===== src/rtl/rsh_pkg.sv =====
// Shared types, constants and helpers for the region size histogram.
package rsh_pkg;

  localparam int DEF_GRID_COLS = 64;
  localparam int DEF_GRID_ROWS = 64;
  localparam int DEF_MAX_BINS  = 64;

  localparam int NUM_W = 28;  // widest dividend: clamped area times bin count
  localparam int DEN_W = 22;  // widest divisor: width limit times height limit
  localparam int DIM_W = 12;  // grid dimension, up to 2047
  localparam int BITS_W = 5;

  localparam logic [BITS_W-1:0] SMALL_BITS = 5'd11;
  localparam logic [BITS_W-1:0] BIG_BITS   = 5'd28;

  localparam logic [1:0] OP_ADD      = 2'd0;
  localparam logic [1:0] OP_CLEAR    = 2'd1;
  localparam logic [1:0] OP_READ_CELL = 2'd2;
  localparam logic [1:0] OP_READ_BIN = 2'd3;

  localparam logic [2:0] REG_CELL_SIZE    = 3'd0;
  localparam logic [2:0] REG_WIDTH_LIMIT  = 3'd1;
  localparam logic [2:0] REG_HEIGHT_LIMIT = 3'd2;
  localparam logic [2:0] REG_BIN_TOTAL    = 3'd3;
  localparam logic [2:0] REG_BIN_QUANTITY = 3'd4;

  localparam logic [1:0] QTY_HEIGHT = 2'd0;
  localparam logic [1:0] QTY_WIDTH  = 2'd1;
  localparam logic [1:0] QTY_AREA   = 2'd2;

  localparam logic [7:0]  RST_CELL_SIZE    = 8'd16;
  localparam logic [10:0] RST_WIDTH_LIMIT  = 11'd640;
  localparam logic [10:0] RST_HEIGHT_LIMIT = 11'd480;
  localparam logic [6:0]  RST_BIN_TOTAL    = 7'd0;
  localparam logic [1:0]  RST_BIN_QUANTITY = 2'd1;

  typedef struct packed {
    logic [1:0]  op;
    logic [10:0] region_width;
    logic [10:0] region_height;
    logic [5:0]  cell_column;
    logic [5:0]  cell_row;
    logic [5:0]  bin_number;
  } in_item_t;

  typedef struct packed {
    logic        status;
    logic [31:0] read_value;
    logic [31:0] region_total;
    logic [5:0]  chosen_bin;
  } out_item_t;

  typedef struct packed {
    logic [7:0]  cell_size;
    logic [10:0] width_limit;
    logic [10:0] height_limit;
    logic [6:0]  bin_total;
    logic [1:0]  bin_quantity;
  } cfg_t;

  typedef struct packed {
    logic     valid;
    in_item_t item;
  } queue_t;

  typedef struct packed {
    logic pop;
    logic busy;
  } ctl_t;

  function automatic logic [31:0] sat_inc(input logic [31:0] v);
    return (v == 32'hFFFF_FFFF) ? v : v + 32'd1;
  endfunction

endpackage


===== src/rtl/rsh_front.sv =====
// Intake side: two-entry queue that takes items and hands them to the back end.
module rsh_front (
  input  logic              clk,
  input  logic              rst,
  input  logic              req_valid,
  output logic              req_stall,
  input  rsh_pkg::in_item_t req_item,
  output rsh_pkg::queue_t   head,
  input  rsh_pkg::ctl_t     ctl
);
  import rsh_pkg::*;

  in_item_t   entry [2];
  logic       wptr;
  logic       rptr;
  logic [1:0] count;
  logic       push;

  assign req_stall  = (count == 2'd2) || ctl.busy;
  assign push       = req_valid && !req_stall;
  assign head.valid = (count != 2'd0);
  assign head.item  = entry[rptr];

  always_ff @(posedge clk) begin
    if (rst) begin
      wptr  <= 1'b0;
      rptr  <= 1'b0;
      count <= 2'd0;
    end else begin
      if (push) begin
        wptr <= !wptr;
      end
      if (ctl.pop) begin
        rptr <= !rptr;
      end
      count <= count + {1'b0, push} - {1'b0, ctl.pop};
    end
  end

  always_ff @(posedge clk) begin
    if (push) begin
      entry[wptr] <= req_item;
    end
  end

endmodule


===== config.mk =====
export PLATFORM = sky130hd
export DESIGN_NAME = rsh_front
export DESIGN_NICKNAME = d
export VERILOG_FILES = /design/src/rtl/rsh_pkg.sv /design/src/rtl/rsh_front.sv
export SDC_FILE = /design/constraint.sdc
export NUM_CORES = 1
export LEC_CHECK = 0
export BUFFER_PORTS_ARGS = -buffer_cell sky130_fd_sc_hd__buf_2
export CELL_PAD_IN_SITES_DETAIL_PLACEMENT = 2
export CELL_PAD_IN_SITES_GLOBAL_PLACEMENT = 2
export CORE_UTILIZATION = 41
export CTS_CLUSTER_SIZE = 10
export DETAILED_ROUTE_END_ITERATION = 16
export HOLD_SLACK_MARGIN = 0.08
export PLACE_DENSITY = 0.88
export SLEW_MARGIN = 20
export SYNTH_ARGS = -nofsm -noshare
export SYNTH_HDL_FRONTEND = slang
export SYNTH_SLANG_ARGS = --single-unit
export TNS_END_PERCENT = 5

===== constraint.sdc =====
create_clock -name clk -period 9.1 [get_ports clk]
set_input_delay 1.365 -clock clk [delete_from_list [all_inputs] [get_ports clk]]
set_output_delay 1.365 -clock clk [all_outputs]
set_load 0.03 [all_outputs]

==> impl_metrics.csv <==
group,metric,value,unit
status,outcome,"complete, no violations",
floorplan,placementRows,33,
synthesis,synth_cells,156,
floorplan,coreArea,0.00822,mm^2
finish,drive_above_1_share,0.596,
global_route,grt_max_degree,43,
timing,timing.final.crit_share,0.360,
floorplan,ios,91,
clock_tree,h-tree-depth,3,
global_route,grt_overflow,0,
synthesis,synth_xor_area_frac,0.00756,
place,dp.final_hpwl,5020,um
min_path,min_path_type,"reg -> reg",
detailed_routing,drt_wl_total,7100,um
synthesis,yosysUniqueCellTypes,16,
timing,min_period,3.28,ns
floorplan,chipHeight,94.1,um
synthesis,synthSimpleGateAreaFrac,0.0184,
clock_tree,postCtsSetupBuffers,0,
clock_tree,cts.sinks,89,
synthesis,ys_ff_latch,89,
detailed_routing,via_count,1729,
synthesis,synth.largest_area_cell,"edfxtp_1",
place,port-buffer-count,90,
worst_setup_path,required,7.74,ns
worst_setup_path,path_class,"reg -> out",
timing,hold_viol_final,0,
detailed_routing,drt-initial-drc-count,71,
detailed_routing,dr.pass1.iters,3,
worst_setup_path,crit_fanout,42,
floorplan,die-area,0.00885,mm^2
global_route,grt_pass1_vias,1916,
timing,fin_worst_skew,0.00976,ns
global_route,antenna_found_initial,0,
worst_setup_path,cp_slowest_cell,"buf_4",
floorplan,die-width,94.1,um
global_route,grt_pass1_wl,10600,um
clock_tree,root_buffer,"clkbuf_8",
synthesis,synthMuxAreaShare,0.184,
worst_setup_path,path_cells,"buf_4 > mux2_2 > buf_2",
worst_setup_path,rr_worst_depth,8,
timing,tightest_slew,0.810,ns
synthesis,synth_fa_ha_area_frac,0.00720,
power_and_ir_drop,leakage,1.65,nW
finish,area_growth,20.1,%
detailed_routing,drc,0,
worst_setup_path,startpoint_type,"flip-flop",
worst_setup_path,critPathCaptureType,"output pin",
synthesis,syn_nets,205,
finish,nets,304,
synthesis,synth_top_family_by_area,"multiplexers",
timing,slew_violations,0,
clock_tree,ctsHoldBuffers,0,
clock_tree,clk_latency,0.35,ns
timing,slew_headroom,0.460,
finish,n_antenna_cell,0,
min_path,whs_path_depth,2,
finish,final_cells,365,
detailed_routing,viasPerCell,4.74,
power_and_ir_drop,peakVddDrop,0.0886,mV
floorplan,start_util,0.423,
finish,fill_cells,753,
place,dp_cells,349,
timing,finalSetupViolCount,0,
timing,max_freq,305,MHz
place,place.gp.congestion,0.647,
worst_setup_path,worstPathArrival,1.91,ns
clock_tree,postCtsResizedCells,0,
global_route,grt_usage,0.171,
synthesis,seq_area_frac_synth,0.755,
synthesis,avgSynthCellArea,22.3,um^2
worst_setup_path,cpPeakStageDelay,0.61,ns
detailed_routing,ant_nets,0,
timing,rsz0062_at_grt,"no",
power_and_ir_drop,power_density,211,mW/mm^2
clock_tree,cts.path.max_buffers,2,
detailed_routing,wl_per_cell,19.5,um
synthesis,synth_top_cell_area_share,0.726,
job,drv_cap,0,
timing,setup-tns-final,0,ns
clock_tree,cts.clk_slew.worst_paths,0.08,ns
synthesis,synth_area_leaders,"edfxtp_1, mux2_4, dfxtp_1",
synthesis,syn_area,0.00347,mm^2
clock_tree,cts_buffers,9,
synthesis,yosysWarnings,0,
synthesis,synth_compound_area_frac,0,
clock_tree,tritoncts,"yes",
-- flip-flops by register name (all words and copies together), names as in the netlist, named ones only --
signal	flops
rptr	1
wptr	1
entry	84
count	2
-- worst max-delay path, delay by kind of cell, from the launching register on --
kind,cells,cell delay (ns)
buf+inv,2,0.79
flops,1,0.32
mux,1,0.42
-- stage by stage --
step                      worst slack, ns  utilization  instance area (um^2)  total power, mW  hold slack [ns]
after detailed placement             5.87        0.487                  4000            0.656            0.523
after CTS                            5.79        0.508                  4170            0.892            0.548
final                                5.82        0.508                  4170            0.880            0.538
after global routing                 5.73        0.508                  4170            0.917            0.584
after floorplan                      5.27            -                  3470            0.612            0.480
after global placement               5.89        0.487                  4000            0.646            0.495
-- cells in the final DEF (no fill, tap or decap) --
cell type   netlist  final
buf_2             0     90
edfxtp_1         84     84
mux2_4           41     41
clkbuf_8          0      9
nor2_1            7      5
dfxtp_1           5      4
buf_4             0      3
mux2_2            2      2
inv_1             2      2
nor2_4            0      2
xnor2_1           2      2
ha_1              2      2
clkinv_1          0      2
clkinv_4          0      2
nand2b_1          1      1
or2b_1            1      1
nand3b_2          1      1
or2_2             1      1
nor2b_1           1      1
xor2_1            1      1
dfxtp_2           0      1
inv_6             0      1
clkinv_2          0      1
clkinvlp_4        0      1
-- final timing paths --
check,to,from,slack [ns]
setup / recovery,head[41],flip-flop,5.82
hold / removal,rptr,rptr,0.54
setup reg to reg,count[1],count[0],7.39
hold reg to reg,rptr,rptr,0.54
-- where the power goes --
part           internal [mW]  switching [mW]  leakage (nW)
Sequential             0.475         0.00849         0.810
Combinational         0.0633          0.0966         0.752
Clock                 0.0988           0.138        0.0847
-- layout make-up --
cell class / count / area (um^2) / area share
well taps: 105 / 131 / 0.0315
flip-flops and latches: 89 / 2620 / 0.629
inverters: 2 / 7.51 / 0.00180
clock inverters: 7 / 46.3 / 0.0111
repair buffers: 93 / 473 / 0.113
clock buffers: 9 / 124 / 0.0297
multi-input cells: 60 / 768 / 0.184
-- synth_stat cells --
library cell	n
mux2_4	41
nor2b_1	1
or2b_1	1
nand2b_1	1
or2_2	1
xnor2_1	2
nand3b_2	1
xor2_1	1
mux2_2	2
inv_1	2
buf_6	1
edfxtp_1	84
dfxtp_1	5
nor2_1	7
buf_12	4
ha_1	2
-- metal layers --
layer / vias up / global-route usage / share of wire
met2: 53 / 0.294 / 0.51
met3: 9 / 0.0405 / 0.047
met1: 872 / 0.206 / 0.43
li1: 795 / - / -
met4: 0 / 0.0654 / 0.011
met5: - / 0 / 0
-- cell families (layout without fill, tap and decap cells) --
logic type    count (synthesis)  after routing
fa+ha+maj                     2              2
xor+xnor                      3              3
flops                        89             89
simple gates                 12             12
mux                          43             43
buf+inv                       7            111
No activity file was read; power rests on OpenSTA's default activity.
